==> config.mk <==
export PLATFORM = sky130hd
export DESIGN_NAME = length_prefixed_record_deframer
export DESIGN_NICKNAME = d
export VERILOG_FILES = /design/src/rtl/core/lprd_pkg.sv /design/src/rtl/core/length_prefixed_record_deframer.sv /design/src/rtl/core/lprd_front.sv /design/src/rtl/core/lprd_queue.sv /design/src/rtl/core/lprd_back.sv
export SDC_FILE = /design/constraint.sdc
export NUM_CORES = 1
export LEC_CHECK = 0
export BUFFER_PORTS_ARGS = -buffer_cell sky130_fd_sc_hd__buf_2
export CORE_MARGIN = 4
export CORE_UTILIZATION = 30
export CTS_CLUSTER_SIZE = 10
export DETAILED_ROUTE_END_ITERATION = 16
export GPL_ROUTABILITY_DRIVEN = 0
export SLEW_MARGIN = 25
export SYNTH_ARGS = -nofsm -noshare
export SYNTH_HDL_FRONTEND = slang
export SYNTH_SLANG_ARGS = --single-unit
==> constraint.sdc <==
create_clock -name i_clk -period 7.95 [get_ports i_clk]
set_input_delay 1.59 -clock i_clk [delete_from_list [all_inputs] [get_ports i_clk]]
set_output_delay 1.59 -clock i_clk [all_outputs]
set_load 0.02 [all_outputs]
==> src/rtl/core/lprd_pkg.sv <==
`timescale 1ns / 1ps
// Shared types and constants of the length-prefixed record deframer.
// No dependencies; used by the front, queue, back and top level.
package lprd_pkg;

    localparam logic [7:0] GROUP_MASK = 8'h7F;
    localparam logic [7:0] STOP_FLAG  = 8'h80;
    localparam int         GROUP_BITS = 7;

    localparam int QUEUE_DEPTH = 4;
    localparam int QUEUE_IW    = $clog2(QUEUE_DEPTH);

    localparam logic KIND_RECORD = 1'b0;
    localparam logic KIND_CLOSE  = 1'b1;

    typedef enum logic [1:0] {
        PH_HEADER  = 2'd0,
        PH_PAYLOAD = 2'd1,
        PH_STOPPED = 2'd2
    } t_phase;

    typedef enum logic [2:0] {
        ST_CLEAN    = 3'd0,
        ST_LIMIT    = 3'd1,
        ST_HDR_CUT  = 3'd2,
        ST_PAY_CUT  = 3'd3,
        ST_OVERFLOW = 3'd4
    } t_status;

    // One queue entry: the results caused by one input byte.
    typedef struct packed {
        logic        has_desc;
        logic [31:0] desc_offset;
        logic [31:0] desc_length;
        logic [15:0] desc_index;
        logic        has_close;
        logic [15:0] close_count;
        t_status     close_status;
    } t_entry;

    typedef struct packed {
        logic full;
        logic not_empty;
    } t_q_status;

endpackage

==> src/rtl/core/length_prefixed_record_deframer.sv <==
`timescale 1ns / 1ps
// Length-prefixed record deframer, top level. Depends on lprd_pkg, lprd_front,
// lprd_queue and lprd_back.
//
// Input side is a queue write port: present one buffer byte on i_data_byte
// with i_end_of_buffer on the buffer's last byte and raise push; the byte is
// taken at an edge where full is low. Result side is a queue read port: while
// empty is low the oldest result is on the o_ ports, and pop takes it.
// Each record gives a descriptor (kind 0) when its last payload byte arrives;
// the buffer's last byte also gives a closing result (kind 1) with the record
// count and status. o_last marks the last result caused by one byte.
// Throughput: one byte per cycle while full is low; a byte that yields two
// results holds the output register for both in turn. A result passes through
// the queue and the output register. A four-entry queue separates parser and
// output; when pop is held low it fills and full rises, holding the input.
// Reset (synchronous, active low) empties the queue, clears the parser and
// sets max_records to 65535. i_cfg_wr_en writes max_records; write it only
// while no item is in flight.
module length_prefixed_record_deframer import lprd_pkg::*; #(
    parameter int LEN_BITS    = 32,
    parameter int OFFSET_BITS = 32,
    parameter int COUNT_BITS  = 16
) (
    input  logic        i_clk,
    input  logic        i_rst_n,
    input  logic        i_cfg_wr_en,
    input  logic [15:0] i_cfg_wr_data,
    input  logic        push,
    output logic        full,
    input  logic [7:0]  i_data_byte,
    input  logic        i_end_of_buffer,
    output logic        empty,
    input  logic        pop,
    output logic        o_kind,
    output logic [31:0] o_record_offset,
    output logic [31:0] o_record_length,
    output logic [15:0] o_record_count,
    output logic [2:0]  o_status,
    output logic        o_last
);

    t_q_status w_q_status;
    t_entry    w_entry;
    t_entry    w_head;
    logic      w_accept;
    logic      w_push;
    logic      w_take;

    assign full     = w_q_status.full;
    assign w_accept = push && !w_q_status.full;

    lprd_front #(
        .LEN_BITS    (LEN_BITS),
        .OFFSET_BITS (OFFSET_BITS),
        .COUNT_BITS  (COUNT_BITS)
    ) u_front (
        .i_clk           (i_clk),
        .i_rst_n         (i_rst_n),
        .i_cfg_wr_en     (i_cfg_wr_en),
        .i_cfg_wr_data   (i_cfg_wr_data),
        .i_accept        (w_accept),
        .i_data_byte     (i_data_byte),
        .i_end_of_buffer (i_end_of_buffer),
        .o_push          (w_push),
        .o_entry         (w_entry)
    );

    lprd_queue u_queue (
        .i_clk     (i_clk),
        .i_rst_n   (i_rst_n),
        .i_push_en (w_push),
        .i_entry   (w_entry),
        .i_pop_en  (w_take),
        .o_status  (w_q_status),
        .o_head    (w_head)
    );

    lprd_back u_back (
        .i_clk           (i_clk),
        .i_rst_n         (i_rst_n),
        .i_q_status      (w_q_status),
        .i_head          (w_head),
        .o_take          (w_take),
        .i_pop           (pop),
        .o_empty         (empty),
        .o_kind          (o_kind),
        .o_record_offset (o_record_offset),
        .o_record_length (o_record_length),
        .o_record_count  (o_record_count),
        .o_status        (o_status),
        .o_last          (o_last)
    );

    a_reset_empty: assert property (@(posedge i_clk)
        !i_rst_n |=> empty)
        else $error("result side not empty after reset");

    a_close_is_last: assert property (@(posedge i_clk) disable iff (!i_rst_n)
        (!empty && o_kind == KIND_CLOSE) |-> o_last)
        else $error("closing result not marked last");

    a_desc_clean: assert property (@(posedge i_clk) disable iff (!i_rst_n)
        (!empty && o_kind == KIND_RECORD) |-> (o_status == ST_CLEAN))
        else $error("descriptor carries a status");

    a_close_follows: assert property (@(posedge i_clk) disable iff (!i_rst_n)
        (pop && !empty && !o_last) |=> (!empty && o_kind == KIND_CLOSE))
        else $error("closing result does not follow its descriptor");

endmodule

==> src/rtl/core/lprd_front.sv <==
`timescale 1ns / 1ps
// Front of the deframer: parses prefix bytes, counts payload bytes and builds
// one queue entry per byte that produces results. Depends on lprd_pkg.
module lprd_front import lprd_pkg::*; #(
    parameter int LEN_BITS    = 32,
    parameter int OFFSET_BITS = 32,
    parameter int COUNT_BITS  = 16
) (
    input  logic        i_clk,
    input  logic        i_rst_n,
    input  logic        i_cfg_wr_en,
    input  logic [15:0] i_cfg_wr_data,
    input  logic        i_accept,
    input  logic [7:0]  i_data_byte,
    input  logic        i_end_of_buffer,
    output logic        o_push,
    output t_entry      o_entry
);

    localparam int GROUPS = (LEN_BITS + GROUP_BITS - 1) / GROUP_BITS;
    localparam int GW     = $clog2(GROUPS + 1);
    localparam int SW     = $clog2(GROUPS * GROUP_BITS + 1);
    localparam int XW     = LEN_BITS + GROUP_BITS;
    localparam logic [31:0] CMAX = 32'((64'd1 << COUNT_BITS) - 64'd1);

    logic [15:0]            r_max_records;
    t_phase                 r_phase, n_phase, s_phase;
    t_status                r_stop, n_stop, s_stop;
    logic [LEN_BITS-1:0]    r_accum, n_accum, s_accum;
    logic [GW-1:0]          r_group, n_group, s_group;
    logic [LEN_BITS-1:0]    r_left, n_left, s_left;
    logic [OFFSET_BITS-1:0] r_offset, n_offset;
    logic [OFFSET_BITS-1:0] r_pstart, n_pstart, s_pstart;
    logic [COUNT_BITS-1:0]  r_count, n_count, s_count;

    logic [31:0]            w_limit;
    logic                   w_at_limit;
    logic [SW-1:0]          w_shamt;
    logic [XW-1:0]          w_shifted;
    logic                   w_ovf;
    logic [LEN_BITS-1:0]    w_accum_new;
    logic [LEN_BITS-1:0]    w_left_dec;
    logic [OFFSET_BITS-1:0] w_next;
    logic                   w_done;
    logic [31:0]            w_desc_off;
    logic [31:0]            w_desc_len;
    t_status                w_close_status;

    assign w_limit    = (32'(r_max_records) < CMAX) ? 32'(r_max_records) : CMAX;
    assign w_at_limit = 32'(r_count) >= w_limit;
    assign w_shamt    = SW'(r_group) * SW'(GROUP_BITS);
    assign w_shifted  = XW'(i_data_byte & GROUP_MASK) << w_shamt;
    assign w_ovf      = (32'(r_group) >= 32'(GROUPS)) || (|w_shifted[XW-1:LEN_BITS]);
    assign w_accum_new = r_accum | w_shifted[LEN_BITS-1:0];
    assign w_left_dec = r_left - LEN_BITS'(1);
    assign w_next     = r_offset + OFFSET_BITS'(1);

    // Next state: step of the parser, before the end-of-buffer clear.
    always_comb begin
        s_phase  = r_phase;
        s_stop   = r_stop;
        s_accum  = r_accum;
        s_group  = r_group;
        s_left   = r_left;
        s_pstart = r_pstart;
        s_count  = r_count;
        w_done   = 1'b0;
        unique case (r_phase)
            PH_HEADER: begin
                if (r_group == '0 && w_at_limit) begin
                    s_phase = PH_STOPPED;
                    s_stop  = ST_LIMIT;
                end else if (w_ovf) begin
                    s_phase = PH_STOPPED;
                    s_stop  = ST_OVERFLOW;
                end else if ((i_data_byte & STOP_FLAG) == 8'h00) begin
                    s_accum = w_accum_new;
                    s_group = r_group + GW'(1);
                end else begin
                    s_group = '0;
                    if (w_accum_new == '0) begin
                        w_done = 1'b1;
                    end else begin
                        s_accum  = w_accum_new;
                        s_phase  = PH_PAYLOAD;
                        s_left   = w_accum_new;
                        s_pstart = w_next;
                    end
                end
            end
            PH_PAYLOAD: begin
                s_left = w_left_dec;
                if (w_left_dec == '0) begin
                    w_done = 1'b1;
                end
            end
            default: begin
            end
        endcase
        if (w_done) begin
            s_count = r_count + COUNT_BITS'(1);
            s_accum = '0;
            s_group = '0;
            s_left  = '0;
            if (32'(s_count) >= w_limit) begin
                s_phase = PH_STOPPED;
                s_stop  = ST_LIMIT;
            end else begin
                s_phase = PH_HEADER;
            end
        end
    end

    // Commit on an accepted byte; the buffer's last byte returns to reset.
    always_comb begin
        n_phase  = r_phase;
        n_stop   = r_stop;
        n_accum  = r_accum;
        n_group  = r_group;
        n_left   = r_left;
        n_offset = r_offset;
        n_pstart = r_pstart;
        n_count  = r_count;
        if (i_accept) begin
            if (i_end_of_buffer) begin
                n_phase  = PH_HEADER;
                n_stop   = ST_CLEAN;
                n_accum  = '0;
                n_group  = '0;
                n_left   = '0;
                n_offset = '0;
                n_pstart = '0;
                n_count  = '0;
            end else begin
                n_phase  = s_phase;
                n_stop   = s_stop;
                n_accum  = s_accum;
                n_group  = s_group;
                n_left   = s_left;
                n_offset = w_next;
                n_pstart = s_pstart;
                n_count  = s_count;
            end
        end
    end

    // Outputs: the queue entry for this byte.
    always_comb begin
        if (r_phase == PH_HEADER) begin
            w_desc_off = 32'(w_next);
            w_desc_len = 32'd0;
        end else begin
            w_desc_off = 32'(r_pstart);
            w_desc_len = 32'(r_accum);
        end
        if (s_phase == PH_STOPPED) begin
            w_close_status = s_stop;
        end else if (s_phase == PH_PAYLOAD) begin
            w_close_status = ST_PAY_CUT;
        end else if (s_group != '0) begin
            w_close_status = ST_HDR_CUT;
        end else begin
            w_close_status = ST_CLEAN;
        end
        o_entry.has_desc     = w_done;
        o_entry.desc_offset  = w_desc_off;
        o_entry.desc_length  = w_desc_len;
        o_entry.desc_index   = 16'(r_count);
        o_entry.has_close    = i_end_of_buffer;
        o_entry.close_count  = 16'(s_count);
        o_entry.close_status = w_close_status;
        o_push = i_accept && (w_done || i_end_of_buffer);
    end

    always_ff @(posedge i_clk) begin
        if (!i_rst_n) begin
            r_max_records <= 16'hFFFF;
            r_phase       <= PH_HEADER;
            r_stop        <= ST_CLEAN;
            r_accum       <= '0;
            r_group       <= '0;
            r_left        <= '0;
            r_offset      <= '0;
            r_pstart      <= '0;
            r_count       <= '0;
        end else begin
            if (i_cfg_wr_en) begin
                r_max_records <= i_cfg_wr_data;
            end
            r_phase  <= n_phase;
            r_stop   <= n_stop;
            r_accum  <= n_accum;
            r_group  <= n_group;
            r_left   <= n_left;
            r_offset <= n_offset;
            r_pstart <= n_pstart;
            r_count  <= n_count;
        end
    end

endmodule

==> src/rtl/core/lprd_queue.sv <==
`timescale 1ns / 1ps
// Short entry queue between the deframer front and back.
// Depends on lprd_pkg for the entry type and depth.
module lprd_queue import lprd_pkg::*; (
    input  logic      i_clk,
    input  logic      i_rst_n,
    input  logic      i_push_en,
    input  t_entry    i_entry,
    input  logic      i_pop_en,
    output t_q_status o_status,
    output t_entry    o_head
);

    t_entry                r_mem [QUEUE_DEPTH];
    logic [QUEUE_IW-1:0]   r_wr_ptr, n_wr_ptr;
    logic [QUEUE_IW-1:0]   r_rd_ptr, n_rd_ptr;
    logic [QUEUE_IW:0]     r_fill, n_fill;
    logic                  w_push;
    logic                  w_pop;

    assign o_status.full      = r_fill == (QUEUE_IW + 1)'(QUEUE_DEPTH);
    assign o_status.not_empty = r_fill != '0;
    assign o_head             = r_mem[r_rd_ptr];

    assign w_push = i_push_en && !o_status.full;
    assign w_pop  = i_pop_en && o_status.not_empty;

    always_comb begin
        n_wr_ptr = w_push ? r_wr_ptr + QUEUE_IW'(1) : r_wr_ptr;
        n_rd_ptr = w_pop  ? r_rd_ptr + QUEUE_IW'(1) : r_rd_ptr;
        n_fill   = r_fill + (QUEUE_IW + 1)'(w_push) - (QUEUE_IW + 1)'(w_pop);
    end

    always_ff @(posedge i_clk) begin
        if (w_push) begin
            r_mem[r_wr_ptr] <= i_entry;
        end
    end

    always_ff @(posedge i_clk) begin
        if (!i_rst_n) begin
            r_wr_ptr <= '0;
            r_rd_ptr <= '0;
            r_fill   <= '0;
        end else begin
            r_wr_ptr <= n_wr_ptr;
            r_rd_ptr <= n_rd_ptr;
            r_fill   <= n_fill;
        end
    end

endmodule

==> src/rtl/core/lprd_back.sv <==
`timescale 1ns / 1ps
// Back of the deframer: output register that splits one queue entry into
// a descriptor and/or a closing result. Depends on lprd_pkg.
module lprd_back import lprd_pkg::*; (
    input  logic        i_clk,
    input  logic        i_rst_n,
    input  t_q_status   i_q_status,
    input  t_entry      i_head,
    output logic        o_take,
    input  logic        i_pop,
    output logic        o_empty,
    output logic        o_kind,
    output logic [31:0] o_record_offset,
    output logic [31:0] o_record_length,
    output logic [15:0] o_record_count,
    output logic [2:0]  o_status,
    output logic        o_last
);

    logic   r_valid;
    logic   r_on_close;
    t_entry r_entry;
    logic   w_advance;
    logic   w_to_close;
    logic   w_finish;

    assign w_advance  = i_pop && r_valid;
    assign w_to_close = w_advance && !r_on_close && r_entry.has_close;
    assign w_finish   = !r_valid || (w_advance && !w_to_close);
    assign o_take     = w_finish && i_q_status.not_empty;

    always_ff @(posedge i_clk) begin
        if (!i_rst_n) begin
            r_valid    <= 1'b0;
            r_on_close <= 1'b0;
        end else if (w_to_close) begin
            r_on_close <= 1'b1;
        end else if (w_finish) begin
            r_valid    <= i_q_status.not_empty;
            r_on_close <= !i_head.has_desc;
        end
    end

    always_ff @(posedge i_clk) begin
        if (o_take) begin
            r_entry <= i_head;
        end
    end

    assign o_empty         = !r_valid;
    assign o_kind          = r_on_close ? KIND_CLOSE : KIND_RECORD;
    assign o_record_offset = r_on_close ? 32'd0 : r_entry.desc_offset;
    assign o_record_length = r_on_close ? 32'd0 : r_entry.desc_length;
    assign o_record_count  = r_on_close ? r_entry.close_count : r_entry.desc_index;
    assign o_status        = r_on_close ? r_entry.close_status : ST_CLEAN;
    assign o_last          = r_on_close || !r_entry.has_close;

endmodule
Word level (Yosys, flattened, before mapping)
Memories as Yosys holds them, arrays and structs flattened. A register that Yosys moved wholly into a read port is not among the register bits.
Index checks and enable logic that the tools add are counted.

storage, ports and cells
  output and inout bits = 87
  logic and storage cells = 153
  memories kept = 1
  memory bits (writable) = 404
  register bits = 277
  input bits = 30

cells by class
  magnitude comparators = 4
  multipliers = 1
  equality and inequality tests = 15
  reductions and logical operators = 36
  mux-type cells = 65
  bitwise gates (word level) = 2
  add/subtract/negate cells = 8
  shifts and indexed selects = 1

memory list
  memory         depth  width  read ports  clocked after Yosys merged registers in  write ports  RTL line          source
  u_queue.r_mem  4      101    1           1                                        1            lprd_queue.sv:14  t_entry r_mem [QUEUE_DEPTH];

operators with widths
  kind                     count
  $mux W32                 23
  $ge A16 B32 Y1           2
  $logic_not A32 Y1        2
  $mux W16                 4
  $pmux W32 S2             1
  $mux W3                  15
  $shl A7 B6 Y39           1
  $add A32 B1 Y32 const B  1
  $or A32 B32 Y32          1
  $sub A32 B1 Y32 const B  1
  $mux W2                  11
  $add A16 B1 Y16 const B  1
  $lt A16 B16 Y1 const B   1
  $ne A4 B3 Y1 const B     3
  $reduce_and A6 Y1        2
  $logic_and A1 B1 Y1      10
  $mux W1                  10
  $reduce_bool A3 Y1       3
  $logic_not A8 Y1         1
  $ne A2 B2 Y1 const B     4
  $reduce_or A7 Y1         1
  $logic_not A1 Y1         6
  $mul A3 B3 Y6 const B    1
  $reduce_and A5 Y1        1
  other kinds (20)         26

Depth between registers and ports, before layout
Gate-level depths: netlist of run 1.

  word-level depth = 14
  gate-level depth with buffers = 21
  mapped depth without buffers = 16

Hierarchy
A second synthesis of run 1 with hierarchy kept.

unflattened totals
  cells, all modules = 2182
  area, all modules = 29917.4 um2

by module, submodules not included
  module                           instances  area each (um2)  seq. area each (um2)  cells an instance
  lprd_queue                       1          15053.2          12311.8               576
  lprd_front                       1          11105.7          3363.2                1401
  lprd_back                        1          3744.8           3042.9                204
  length_prefixed_record_deframer  1          13.8             0.0                   1

Worst setup path after synthesis of run 1
Ideal clock, no wire load.

  kind = input-to-reg
  start = in pop
  end = reg u_queue.r_fill[2]
  path buffers = 0
  arrival time = 8448 ps
  library setup time = 128 ps
  setup slack = -626 ps
  stages on the path = 10
  required time = 7822 ps
  cell sequence = nand2_1 > a21oi_1 > ha_1 > inv_1 > ha_1 > inv_1 > fa_1 > xor2_1 > xnor2_1 > nor2_1

on the way
  word-level cells in the longest chain between the ends = 9

ends and longest elaborated chain
  item                               RTL line                               source
  start: declaration                 length_prefixed_record_deframer.sv:33  input logic pop,
  $logic_and A1 B1 Y1 (*)            lprd_back.sv:27                        assign w_advance = i_pop && r_valid;
  $logic_and A1 B1 Y1 (2 in series)  lprd_back.sv:28                        assign w_to_close = w_advance && !r_on_close && r_entry.has_close;
  $logic_not A1 Y1                   lprd_back.sv:29                        assign w_finish = !r_valid || (w_advance && !w_to_close);
  $logic_and A1 B1 Y1 (*)            lprd_back.sv:29
  $logic_or A1 B1 Y1 (*)             lprd_back.sv:29
  $logic_and A1 B1 Y1 (*)            lprd_back.sv:30                        assign o_take = w_finish && i_q_status.not_empty;
  net u_back.o_take                  lprd_back.sv:9                         output logic o_take,
  $logic_and A1 B1 Y1 (*)            lprd_queue.sv:26                       assign w_pop = i_pop_en && o_status.not_empty;
  $sub A3 B1 Y3 (*)                  lprd_queue.sv:31                       n_fill = r_fill + (QUEUE_IW + 1)'(w_push) - (QUEUE_IW + 1)'(w_pop);
  end signal: assignment             lprd_queue.sv:48                       r_fill <= n_fill;
  end: declaration                   lprd_queue.sv:17                       logic [QUEUE_IW:0] r_fill, n_fill;

Mark *: on every way through the listed nets, which the timed path passes. The rest lies on a longest branch.
A chain may end at the register's enable or synchronous reset.

Final worst setup path of run 1
  start = in i_data_byte[4]
  end = mem u_queue.r_mem[1][60] in the netlist's numbering (enable)

on the way
  word-level cells in the longest chain between the ends = 13
  elaborated cells between the ends (all ways) = 15
  those cells by class = 1 x shift; 7 x mux; 1 x bitwise; 6 x reduce/logical

ends and longest elaborated chain
  item                               RTL line                               source
  start: declaration                 length_prefixed_record_deframer.sv:30  input logic [7:0] i_data_byte,
  $shl A7 B6 Y39 (*)                 lprd_front.sv:52                       assign w_shifted = XW'(i_data_byte & GROUP_MASK) << w_shamt;
  $or A32 B32 Y32                    lprd_front.sv:54                       assign w_accum_new = r_accum | w_shifted[LEN_BITS-1:0];
  $logic_not A32 Y1                  lprd_front.sv:81                       if (w_accum_new == '0) begin
  $mux W1                            lprd_front.sv:81
  $mux W1                            lprd_front.sv:76                       end else if ((i_data_byte & STOP_FLAG) == 8'h00) begin
  $mux W1 (*)                        lprd_front.sv:73                       end else if (w_ovf) begin
  $mux W1 (*)                        lprd_front.sv:70                       if (r_group == '0 && w_at_limit) begin
  $pmux W1 S2 (*)                    lprd_front.sv:68                       unique case (r_phase)
  $logic_or A1 B1 Y1 (*)             lprd_front.sv:172                      o_push = i_accept && (w_done || i_end_of_buffer);
  $logic_and A1 B1 Y1 (*)            lprd_front.sv:172
  $logic_and A1 B1 Y1 (*)            lprd_queue.sv:25                       assign w_push = i_push_en && !o_status.full;
  $mux W1 (*)                        lprd_queue.sv:35                       if (w_push) begin
  $mux W1 (implied by the code) (*)  lprd_queue.sv:36                       r_mem[r_wr_ptr] <= i_entry;
  end: declaration                   lprd_queue.sv:14

Mark *: on every way between the ends. The rest lies on a longest branch, timed or not.

==> results of run 1 <==
## logic make-up (layout without fill, tap and decap cells)
family                   Yosys count  in the layout  synth area share
flip-flops                       683            683             0.644
AND/OR/NAND/NOR                  673            673             0.114
AO/OA/AOI/OAI                    390            390            0.0808
buffers and inverters            176            327            0.0247
multiplexers                     154            154            0.0973
XOR/XNOR                          69             69            0.0208
adder cells (fa/ha/maj)           44             44            0.0190
other                              0              1                 0
## worst max-delay path by stage
stage / start / to / slack, ns / cells past startpoint
floorplan: i_data_byte[1] / u_queue.r_mem[0][0] / 1.30 / 11
global route: i_data_byte[1] / u_queue.r_mem[1][41] / 2.24 / 10
global placement: i_data_byte[1] / u_queue.r_mem[1][54] / 2.04 / 10
detailed placement: i_data_byte[4] / u_queue.r_mem[1][54] / 1.75 / 10
finish: i_data_byte[4] / u_queue.r_mem[1][60] / 2.61 / 10
CTS: i_data_byte[4] / u_queue.r_mem[1][62] / 2.39 / 10
## cell type report
class	count	area, um^2	area share
sequential	683	18700	0.560
multi-input combinational	1330	9700	0.290
clock buffer	143	2380	0.0713
tap	1265	1580	0.0473
timing repair buffer	140	846	0.0253
inverter	35	131	0.00393
clock inverter	9	88.8	0.00265
antenna	1	2.50	0.0000748
## layer usage
| layer | part of all wire | wire length, um |
|---|---|---|
| met3 | 0.058 | 4060 |
| met5 | 0.00019 | 13 |
| met4 | 0.020 | 1380 |
| met1 | 0.44 | 30500 |
| met2 | 0.48 | 33700 |
## per-stage QoR
| stage | total power, mW | hold slack [ns] | area, um^2 | instances | util |
|---|---|---|---|---|---|
| CTS | 10.5 | 0.471 | 33400 | 3604 | 0.349 |
| detailed placement | 7.06 | 0.464 | 30900 | 3452 | 0.324 |
| global route | 10.9 | 0.485 | 33500 | 3605 | 0.350 |
| floorplan | 6.20 | 0.440 | 29100 | 2189 | - |
| global placement | 7.02 | 0.453 | 30900 | 3451 | 0.323 |
| finish | 10.3 | 0.468 | 33500 | 3606 | 0.350 |
## placed cells by master, fill, tap and decap left out, types with 23 or more instances in the layout
cell	netlist	layout
a21oi_1	155	154
a31oi_1	23	23
and2_1	47	43
buf_2	11	116
clkbuf_1	101	54
clkbuf_16	0	85
dfxtp_1	179	176
edfxtp_1	504	504
ha_1	41	41
inv_1	34	33
mux2i_1	35	35
mux4_2	101	101
nand2_1	167	167
nand3_1	41	41
nor2_1	188	187
nor2b_1	70	68
nor3_1	46	44
o21ai_0	101	101
xnor2_1	32	32
xor2_1	37	37
## power by group through the flow
stage	logic, mW	registers, mW	clock network, mW
after floorplan	1.67	4.54	0
after global placement	2.41	4.61	0
after detailed placement	2.44	4.62	0
after CTS	2.45	4.55	3.50
after global routing	2.60	4.59	3.67
final	2.38	4.54	3.41
## worst register-to-register path, delay by kind of cell (launching register included)
family / cells / cell delay (ns)
adder cells (fa/ha/maj): 1 / 0.38
buffers and inverters: 2 / 0.97
flip-flops: 1 / 0.66
AO/OA/AOI/OAI: 4 / 1.53
AND/OR/NAND/NOR: 4 / 1.37
## state kept, by name, summed over array words and instances (netlist names), 3 cells and up, named ones only
signal,flops
u_queue.r_fill,3
u_front.r_left,32
u_front.r_offset,32
u_back.r_entry,100
u_front.r_group,3
u_front.r_pstart,32
u_front.r_accum,32
u_front.r_stop,3
u_front.r_count,16
u_queue.r_mem,404
u_front.r_max_records,16
==> qor.txt, run 1 <==
RSZ-0062 raised after global routing - false
Clk pwr share - 0.330
FF+latch count, synth - 683
R2r endpoint - u_queue.r_mem[1][60]
Met1 Use GR - 0.180
Initial cell density of the core - 0.304
Sequential share of power - 0.439
Synthesized instance count - 2189
Clk root buf - clkbuf_16
Status - complete, no violations
Core area - 0.0956 mm^2
Area delta synth->final - 15.1%
Setup violators final - 0
Worst skew pair latency - 0.62 ns
Final worst slack - 2.61 ns
Slew Viols, Final - 0
Post-layout net count - 2343
Ys flop type - edfxtp_1
GR Overflow Total - 0
Post-synth top cells - 504 x edfxtp_1, 188 x nor2_1, 179 x dfxtp_1, 167 x nand2_1, 155 x a21oi_1
Syn_nets - 2261
Arrival @ worst endpoint - 5.60 ns
Die Ht - 319 um
Maximum vdd ir drop - 0.211 mV
Post-Syn Area - 0.0291 mm^2
Internal power - 7.26 mW
Worst-Margin Slew - 0.976 ns
Synth top area share - 0.521
DRT Pass-1 Iters - 6
Core Rows - 113
Reg2reg start - u_front.r_group[0]
Largest cells by area after synthesis - edfxtp_1 52%, dfxtp_1 12%, mux4_2 7.8%
Port Buf Inserts - 116
Syn. warnings - 0
Post_cts resized - 0
Num ports - 117
Fillers - 9198
Max Freq - 0.187 GHz
Seq/Total Area, Yosys - 0.644
Min-Delay Endpoint - u_front.r_offset[31]
Cell variety after synth - 79
Share of layout cells above drive strength 1 - 0.169
Net Sw Frac - 0.297
DR DRC count - 0
HP Start - u_front.r_offset[31]
Drt total wl - 69700 um
Met3 Usage GRT - 0.0268
Most common cell in the synthesized netlist - edfxtp_1
All-Layer GR Usage - 0.134
P_sw - 3.07 mW
First-pass GRT wire length - 109000 um
DPL Wire Length - 45400 um
H-tree depth - 3
Gate power share - 0.230
WL/cell - 19.3 um
Sink Count - 683
Clock Pin Slew Worst Setup and Hold Paths - 0.05 ns
Clock skew - 0.0320 ns
Initial drt markers - 1492
CP max stage cell - and2_4
Pleak - 11.3 nW
Routing usage on met2 - 0.223
GR peak layer - met2
PwrDens - 309 mW/mm^2
Postcts setup bufs - 0
CP Cell Sequence - buf_2, nor4_1, a31oi_1, o31a_1, or3_1, a2111oi_1, a21o_1, o21a_1, and2_4, buf_4
R2R Setup Slk - 2.68 ns
Routed vias/inst - 4.97
Worst Path Required - 8.21 ns
Mean Syn Cell Area - 13.3 um^2
Synth area leader - edfxtp_1
CTS buffer count - 81
Die X - 319 um
Slew headroom - 0.350
Setup slack at placement - 1.75 ns
EDFF count, synth - 504
Crit-path max cell delay - 0.79 ns
Max Cap Viol - 0
Reg2reg path depth - 11
CP Buf/Inv Count - 2
Max FO, Critical Path - 56
Tmin final - 5.34 ns
Setup Crit Path Kind - in2reg
Die Area - 0.102 mm^2
Nature of the critical path startpoint - primary input
CTS tree - yes
Final Cycle Share - 0.671
Initial antenna violation count - 6
Final hold violations - 0
Hold crit path type - reg2reg
Largest net degree at the start of global routing - 98
Via count of the first global-routing pass - 18100
Async S/R FF share, synth - 0
Max clock buf depth - 3
Top delay family on crit path - compound AO/OA/AOI/OAI gates
Cells on Worst Hold Path - 2
Final TNS setup - 0 ns
Vias - 17900
Post-route antenna net violation count - 0
CTS Hold Bufs - 0
Worst setup EP type - flip-flop
(Power assumes the default switching activity.)
==> run 2, diff against run 1 <==
==> constraint.sdc (replaced) <==
create_clock -name i_clk -period 5.49 [get_ports i_clk]
set_input_delay 1.098 -clock i_clk [delete_from_list [all_inputs] [get_ports i_clk]]
set_output_delay 1.098 -clock i_clk [all_outputs]
set_load 0.02 [all_outputs]
==> run 2 against run 1 <==
Routed wire length up 2.9%. Clock power up 41%. First-iteration DRC count down 6.4%. Count of clock-buffer cells in the layout down 6. Non-clock buffer count up 20. Global-route usage up 0.36 points. Sequential power up 46%.
==> qor.txt, run 2 (synthesized netlist as in run 1, its figures left out) <==
Internal power - 10.4 mW
Clk root buf - clkbuf_16
Pleak - 11.5 nW
Met1 Use GR - 0.180
Setup slack at placement - 0.663 ns
Post_cts resized - 0
DPL Wire Length - 47300 um
Placed cells - 3473
Worst setup EP type - flip-flop
Share of layout cells above drive strength 1 - 0.172
Slew headroom - 0.308
Sink Count - 683
Clk pwr share - 0.325
Reg2reg start - u_front.r_count[1]
Core Rows - 113
Final Instance Count excl. Fillers - 3622
Port Buf Inserts - 116
Min-Delay Endpoint - u_front.r_offset[31]
Gate power share - 0.230
Reg2reg path depth - 15
Initial cell density of the core - 0.304
GR Overflow Total - 0
WL/cell - 19.8 um
Final Cycle Share - 0.864
All-Layer GR Usage - 0.138
Setup violators final - 0
CTS tree - yes
Final worst slack - 0.744 ns
Max FO, Critical Path - 10
CP max stage cell - a311oi_1
RSZ-0062 raised after global routing - false
Tmin final - 4.75 ns
R2R Setup Slk - 0.74 ns
Initial drt markers - 1397
Worst skew pair latency - 0.63 ns
Maximum vdd ir drop - 0.286 mV
P_sw - 4.47 mW
Top delay family on crit path - simple AND/OR/NAND/NOR gates
Hold_ws - 0.473 ns
CP most frequent cell - and3_1
Crit-path max cell delay - 0.62 ns
Via count of the first global-routing pass - 18600
Final Power - 14.8 mW
HP Start - u_front.r_offset[31]
Num ports - 117
Largest registers - u_queue.r_mem x404, u_back.r_entry x100
Drt total wl - 71700 um
Post-layout net count - 2362
Cells on Worst Hold Path - 2
Net Sw Frac - 0.301
Hold crit path type - reg2reg
Number of flip-flops in the largest register - 404
First-pass GRT wire length - 111000 um
Final hold violations - 0
Slew Viols, Final - 0
Routing usage on met2 - 0.230
Area delta synth->final - 15.4%
CP Cell Sequence - ha_1, and3_1, and3_1, and3_1, and3_1, and3_1, and3_1, xor2_1, ha_1, o21ai_0, a21oi_1, nor2_1, a21boi_4, or2_1, a311oi_1
Sequential share of power - 0.445
Clock Pin Slew Worst Setup and Hold Paths - 0.05 ns
Status - complete, no violations
Routed vias/inst - 5.00
Arrival @ worst endpoint - 5.05 ns
Highest-count cells in the layout ignoring fill and taps - 504 x edfxtp_1, 187 x nor2_1, 176 x dfxtp_1, 167 x nand2_1, 154 x a21oi_1
Max Cap Viol - 0
Max clock buf depth - 3
PwrDens - 443 mW/mm^2
Clock skew - 0.0314 ns
R2r endpoint - u_queue.r_mem[0][1]
Setup Crit Path Kind - reg2reg
Die Ht - 319 um
Most flops, register - u_queue.r_mem
CP Buf/Inv Count - 0
Met3 Usage GRT - 0.0289
GR peak layer - met2
Die X - 319 um
Postcts setup bufs - 0
Vias - 18100
CTS Hold Bufs - 0
Die Area - 0.102 mm^2
Nature of the critical path startpoint - flip-flop
Largest net degree at the start of global routing - 98
Initial antenna violation count - 5
DRT Pass-1 Iters - 5
Post-route antenna net violation count - 0
Most common cell after layout, fill and taps aside - edfxtp_1
DR DRC count - 0
H-tree depth - 3
Core area - 0.0956 mm^2
Max Freq - 0.211 GHz
Worst Path Required - 5.79 ns
Worst-Margin Slew - 1.03 ns
CTS buffer count - 80
-- run 2: changes by cell type in the layout (fill, tap and decap cells not counted), moves of 2 or more --
cell | previous run | this run
buf_16 | 2 | 0
buf_12 | 3 | 12
nor3b_2 | 2 | 0
buf_4 | 17 | 31
clkbuf_1 | 54 | 56
clkbuf_8 | 4 | 1
nor3b_1 | 8 | 10
clkbuf_16 | 85 | 80
-- run 2: worst min-delay path, stage by stage, from the launching register on --
cell     delay [ns]
dfxtp_1        0.31
nand2_1        0.05
a21oi_1        0.06
-- run 2: per-stage QoR --
step                setup TNS (ns)  utilization  cell area (um^2)
finish                           0        0.351             33600
global route                     0        0.351             33600
CTS                              0        0.351             33500
detailed placement               0        0.326             31200
global placement                 0        0.326             31200
floorplan                   -0.128            -             29100
-- run 2: layer usage --
layer  up-vias  routed length, um
met5         -                 34
met4         6               1780
met3       116               4250
met2       584              34700
met1      9023              30900
li1       8394                  -
-- run 2: power by group through the flow --
stage / combinational (mW) / clock (mW) / sequential [mW]
finish: 3.42 / 4.82 / 6.61
global placement: 3.48 / 0 / 6.72
CTS: 3.52 / 4.95 / 6.63
floorplan: 2.40 / 0 / 6.55
detailed placement: 3.50 / 0 / 6.73
global route: 3.72 / 5.18 / 6.68
-- run 2: area by class of cell --
type                    instances  area, um^2
flip-flops and latches        683       18700
multi-input cells            1330        9680
inverters                      35         131
repair buffers                160        1060
fillers                      9207       62000
well taps                    1265        1580
clock inverters                11         138
clock buffers                 137        2230
diodes                          1        2.50
-- run 2: worst max path at each step --
stage	from	endpoint	slack, ns	cells past startpoint
6_report	u_front.r_count[1]	u_queue.r_mem[0][1]	0.74	15
3_5_place_dp	i_data_byte[1]	u_queue.r_mem[3][87]	0.66	11
2_1_floorplan	pop	u_queue.r_fill[2]	-0.13	10
4_1_cts	u_front.r_count[1]	u_queue.r_mem[0][1]	0.80	15
5_1_grt	u_front.r_count[1]	u_queue.r_mem[0][1]	0.31	15
3_3_place_gp	i_data_byte[1]	u_queue.r_mem[3][87]	0.68	11
==> run 3, diff against run 2 <==
--- a/config.mk
+++ b/config.mk
@@ -6,12 +6,16 @@
 export NUM_CORES = 1
 export LEC_CHECK = 0
 export BUFFER_PORTS_ARGS = -buffer_cell sky130_fd_sc_hd__buf_2
+export CELL_PAD_IN_SITES_DETAIL_PLACEMENT = 0
+export CELL_PAD_IN_SITES_GLOBAL_PLACEMENT = 1
 export CORE_MARGIN = 4
 export CORE_UTILIZATION = 30
 export CTS_CLUSTER_SIZE = 10
 export DETAILED_ROUTE_END_ITERATION = 16
 export GPL_ROUTABILITY_DRIVEN = 0
+export PLACE_DENSITY_LB_ADDON = 0.1
 export SLEW_MARGIN = 25
 export SYNTH_ARGS = -nofsm -noshare
 export SYNTH_HDL_FRONTEND = slang
+export SYNTH_HIERARCHICAL = 1
 export SYNTH_SLANG_ARGS = --single-unit
==> run 3 against run 2 <==
Utilization down 0.25 points. Largest cell class unchanged. Synthesized cell count down 0.32%. Critical path depth up 3. Worst hold slack worse by 0.0015 ns. Synthesized area up 2.9%. Global-route usage up 2.2 points. Via count up 0.45%. Cell area up 2.6%. Flip-flop and latch count unchanged.
==> qor.txt, run 3 <==
Status - complete, no violations
Setup crit start - u_front/r_count[2]
CTS Hold Bufs - 0
All-Layer GR Usage - 0.159
Worst setup EP type - flip-flop
First-pass GRT wire length - 124000 um
Post-synthesis adder-cell area fraction - 0.0190
Core Rows - 115
R2r endpoint - u_front/r_stop[1]
Area after DPL - 0.0319 mm^2
Final Instance Area - 0.0344 mm^2
Reg2reg path depth - 18
Final Power - 15.2 mW
Worst skew pair latency - 0.63 ns
Final hold violations - 0
WL/cell - 23.0 um
Vias - 18200
Die Ht - 324 um
CTS tree - yes
Post-Syn Area - 0.0299 mm^2
Worst Setup EP - u_front/r_stop[1]
Final worst slack - 0.798 ns
Die X - 324 um
Die Area - 0.105 mm^2
Synth area leader - edfxtp_1
Via count of the first global-routing pass - 18600
DR DRC count - 0
Ys flop type - edfxtp_1
Reg2reg start - u_front/r_count[2]
Worst Path Required - 6.01 ns
Cell variety after synth - 97
Post-route antenna net violation count - 0
Setup Crit Path Kind - reg2reg
Slew Viols, Final - 0
Pleak - 12.1 nW
Async S/R FF share, synth - 0
EDFF count, synth - 504
Most common cell in the synthesized netlist - edfxtp_1
Final Cycle Share - 0.855
Setup violators final - 0
Max clock buf depth - 3
Initial drt markers - 1101
DPL Wire Length - 54400 um
Clock skew - 0.0286 ns
Highest-count cells in the layout ignoring fill and taps - 504 x edfxtp_1, 176 x dfxtp_1, 153 x nor2b_1, 132 x nor2_1, 128 x nand2_1
Seq/Total Area, Yosys - 0.626
Initial antenna violation count - 3
Syn_nets - 2256
Setup slack at placement - 0.642 ns
DRT Pass-1 Iters - 5
GR Overflow Total - 0
Routed vias/inst - 5.00
PwrDens - 442 mW/mm^2
Post-layout net count - 2365
Multiplexer area fraction after synthesis - 0.0982
Simple-Gate Fraction of Synth Area - 0.127
Share of layout cells above drive strength 1 - 0.187
Arrival @ worst endpoint - 5.22 ns
Nature of the critical path startpoint - flip-flop
Area delta synth->final - 15.0%
Most common cell after layout, fill and taps aside - edfxtp_1
Num ports - 117
Synth top area share - 0.506
Hold crit path type - reg2reg
Drt total wl - 83500 um
H-tree depth - 3
Clk root buf - clkbuf_16
Maximum vdd ir drop - 0.276 mV
Clock Pin Slew Worst Setup and Hold Paths - 0.06 ns
Post_cts resized - 0
Port Buf Inserts - 116
CTS buffer count - 83
Sink Count - 683
Tmin final - 4.69 ns
Placed cells - 3493
Final TNS setup - 0 ns
Largest cells by area after synthesis - edfxtp_1 51%, dfxtp_1 12%, mux4_2 7.6%
Slew headroom - 0.284
Largest family of logic cells by synthesized area - simple AND/OR/NAND/NOR gates
Max Freq - 0.213 GHz
FF+latch count, synth - 683
Number of flip-flops in the largest register - 404
Largest net degree at the start of global routing - 65
Max FO, Critical Path - 13
Largest registers - u_queue/r_mem x404, u_back/r_entry x100
Worst-Margin Slew - 1.06 ns
Synth Area in Compound Gates - 0.0802
Post-synth top cells - 504 x edfxtp_1, 179 x dfxtp_1, 155 x nor2b_1, 133 x nor2_1, 128 x nand2_1
Synthesized instance count - 2182
Max Cap Viol - 0
Syn. warnings - 6
Mean Syn Cell Area - 13.7 um^2
Most flops, register - u_queue/r_mem
Core area - 0.0987 mm^2
Final Instance Count excl. Fillers - 3640
R2R Setup Slk - 0.80 ns
XOR/XNOR Fraction of Synth Area - 0.0222
Postcts setup bufs - 0
Initial cell density of the core - 0.303
RSZ-0062 raised after global routing - false
-- run 3: cell count changes after synthesis, sizes merged, moves of 8 or more --
cell,change
a21oi,-29
nand2,-39
nor2,-57
nor2b,+86
clkbuf,-32
a31oi,-18
o2bb2ai,-19
a22o,+28
inv,+8
a21boi,+16
mux2i,+11
buf,+25
o21ai,-46
-- run 3: worst min-delay path by stage --
stage	startpoint	end	slack (ns)	cells after the start
finish	u_front/r_pstart[27]	u_front/r_pstart[27]	0.47	2
global route	u_front/r_pstart[27]	u_front/r_pstart[27]	0.49	2
CTS	u_front/r_pstart[27]	u_front/r_pstart[27]	0.47	2
global placement	u_front/r_pstart[27]	u_front/r_pstart[27]	0.46	2
floorplan	u_front/r_stop[0]	u_front/r_stop[0]	0.43	2
detailed placement	u_front/r_pstart[27]	u_front/r_pstart[27]	0.46	2
-- run 3: cells by family after synthesis --
group	count (synthesis)
AOI/OAI and AO/OA	353
xor gates and xnor gates	76
adders and majority gates	45
buffers and inverters	176
DFF	683
muxes	165
and+or+nand+nor	684
-- run 3: where the power goes --
part | internal [mW] | switching [mW]
clock network | 2.96 | 2.11
logic | 1.31 | 2.23
registers | 6.34 | 0.274
total | 10.6 | 4.61
-- run 3: stage by stage --
stage	util	hold WS, ns
finish	0.349	0.471
global route	0.349	0.493
CTS	0.349	0.472
detailed placement	0.323	0.462
global placement	0.323	0.456
floorplan	-	0.430
-- run 3: cell type report --
class                      count  area (um^2)
multi-input combinational   1323        10400
clock inverter                14          104
inverter                      42          158
tap                         1287         1610
antenna                        1         2.50
sequential                   683        18700
timing repair buffer         158         1010
clock buffer                 132         2380
fill                        9571        64300
-- run 3: routing by layer --
metal	vias up	share of wire	track usage
met3	109	0.047	0.0274
li1	8437	-	-
met1	9272	0.45	0.215
met5	-	0	0
met4	0	0.022	0.0443
met2	386	0.48	0.266
-- run 3: critical path, cell delays in order (launching register included) --
cell and delay, ns:
dfxtp_1 0.58, nand3_1 0.28, nor2_1 0.37, and3_1 0.29, and3_1 0.25, and3_1 0.33, and3_1 0.32, nand3_1 0.21
xnor2_1 0.20, ha_1 0.31, nand4_1 0.08, or2_2 0.32, a21oi_1 0.13, nor2_1 0.05, o211ai_1 0.07, a21oi_1 0.12
a21oi_1 0.28, o21ai_0 0.17, and4_1 0.24
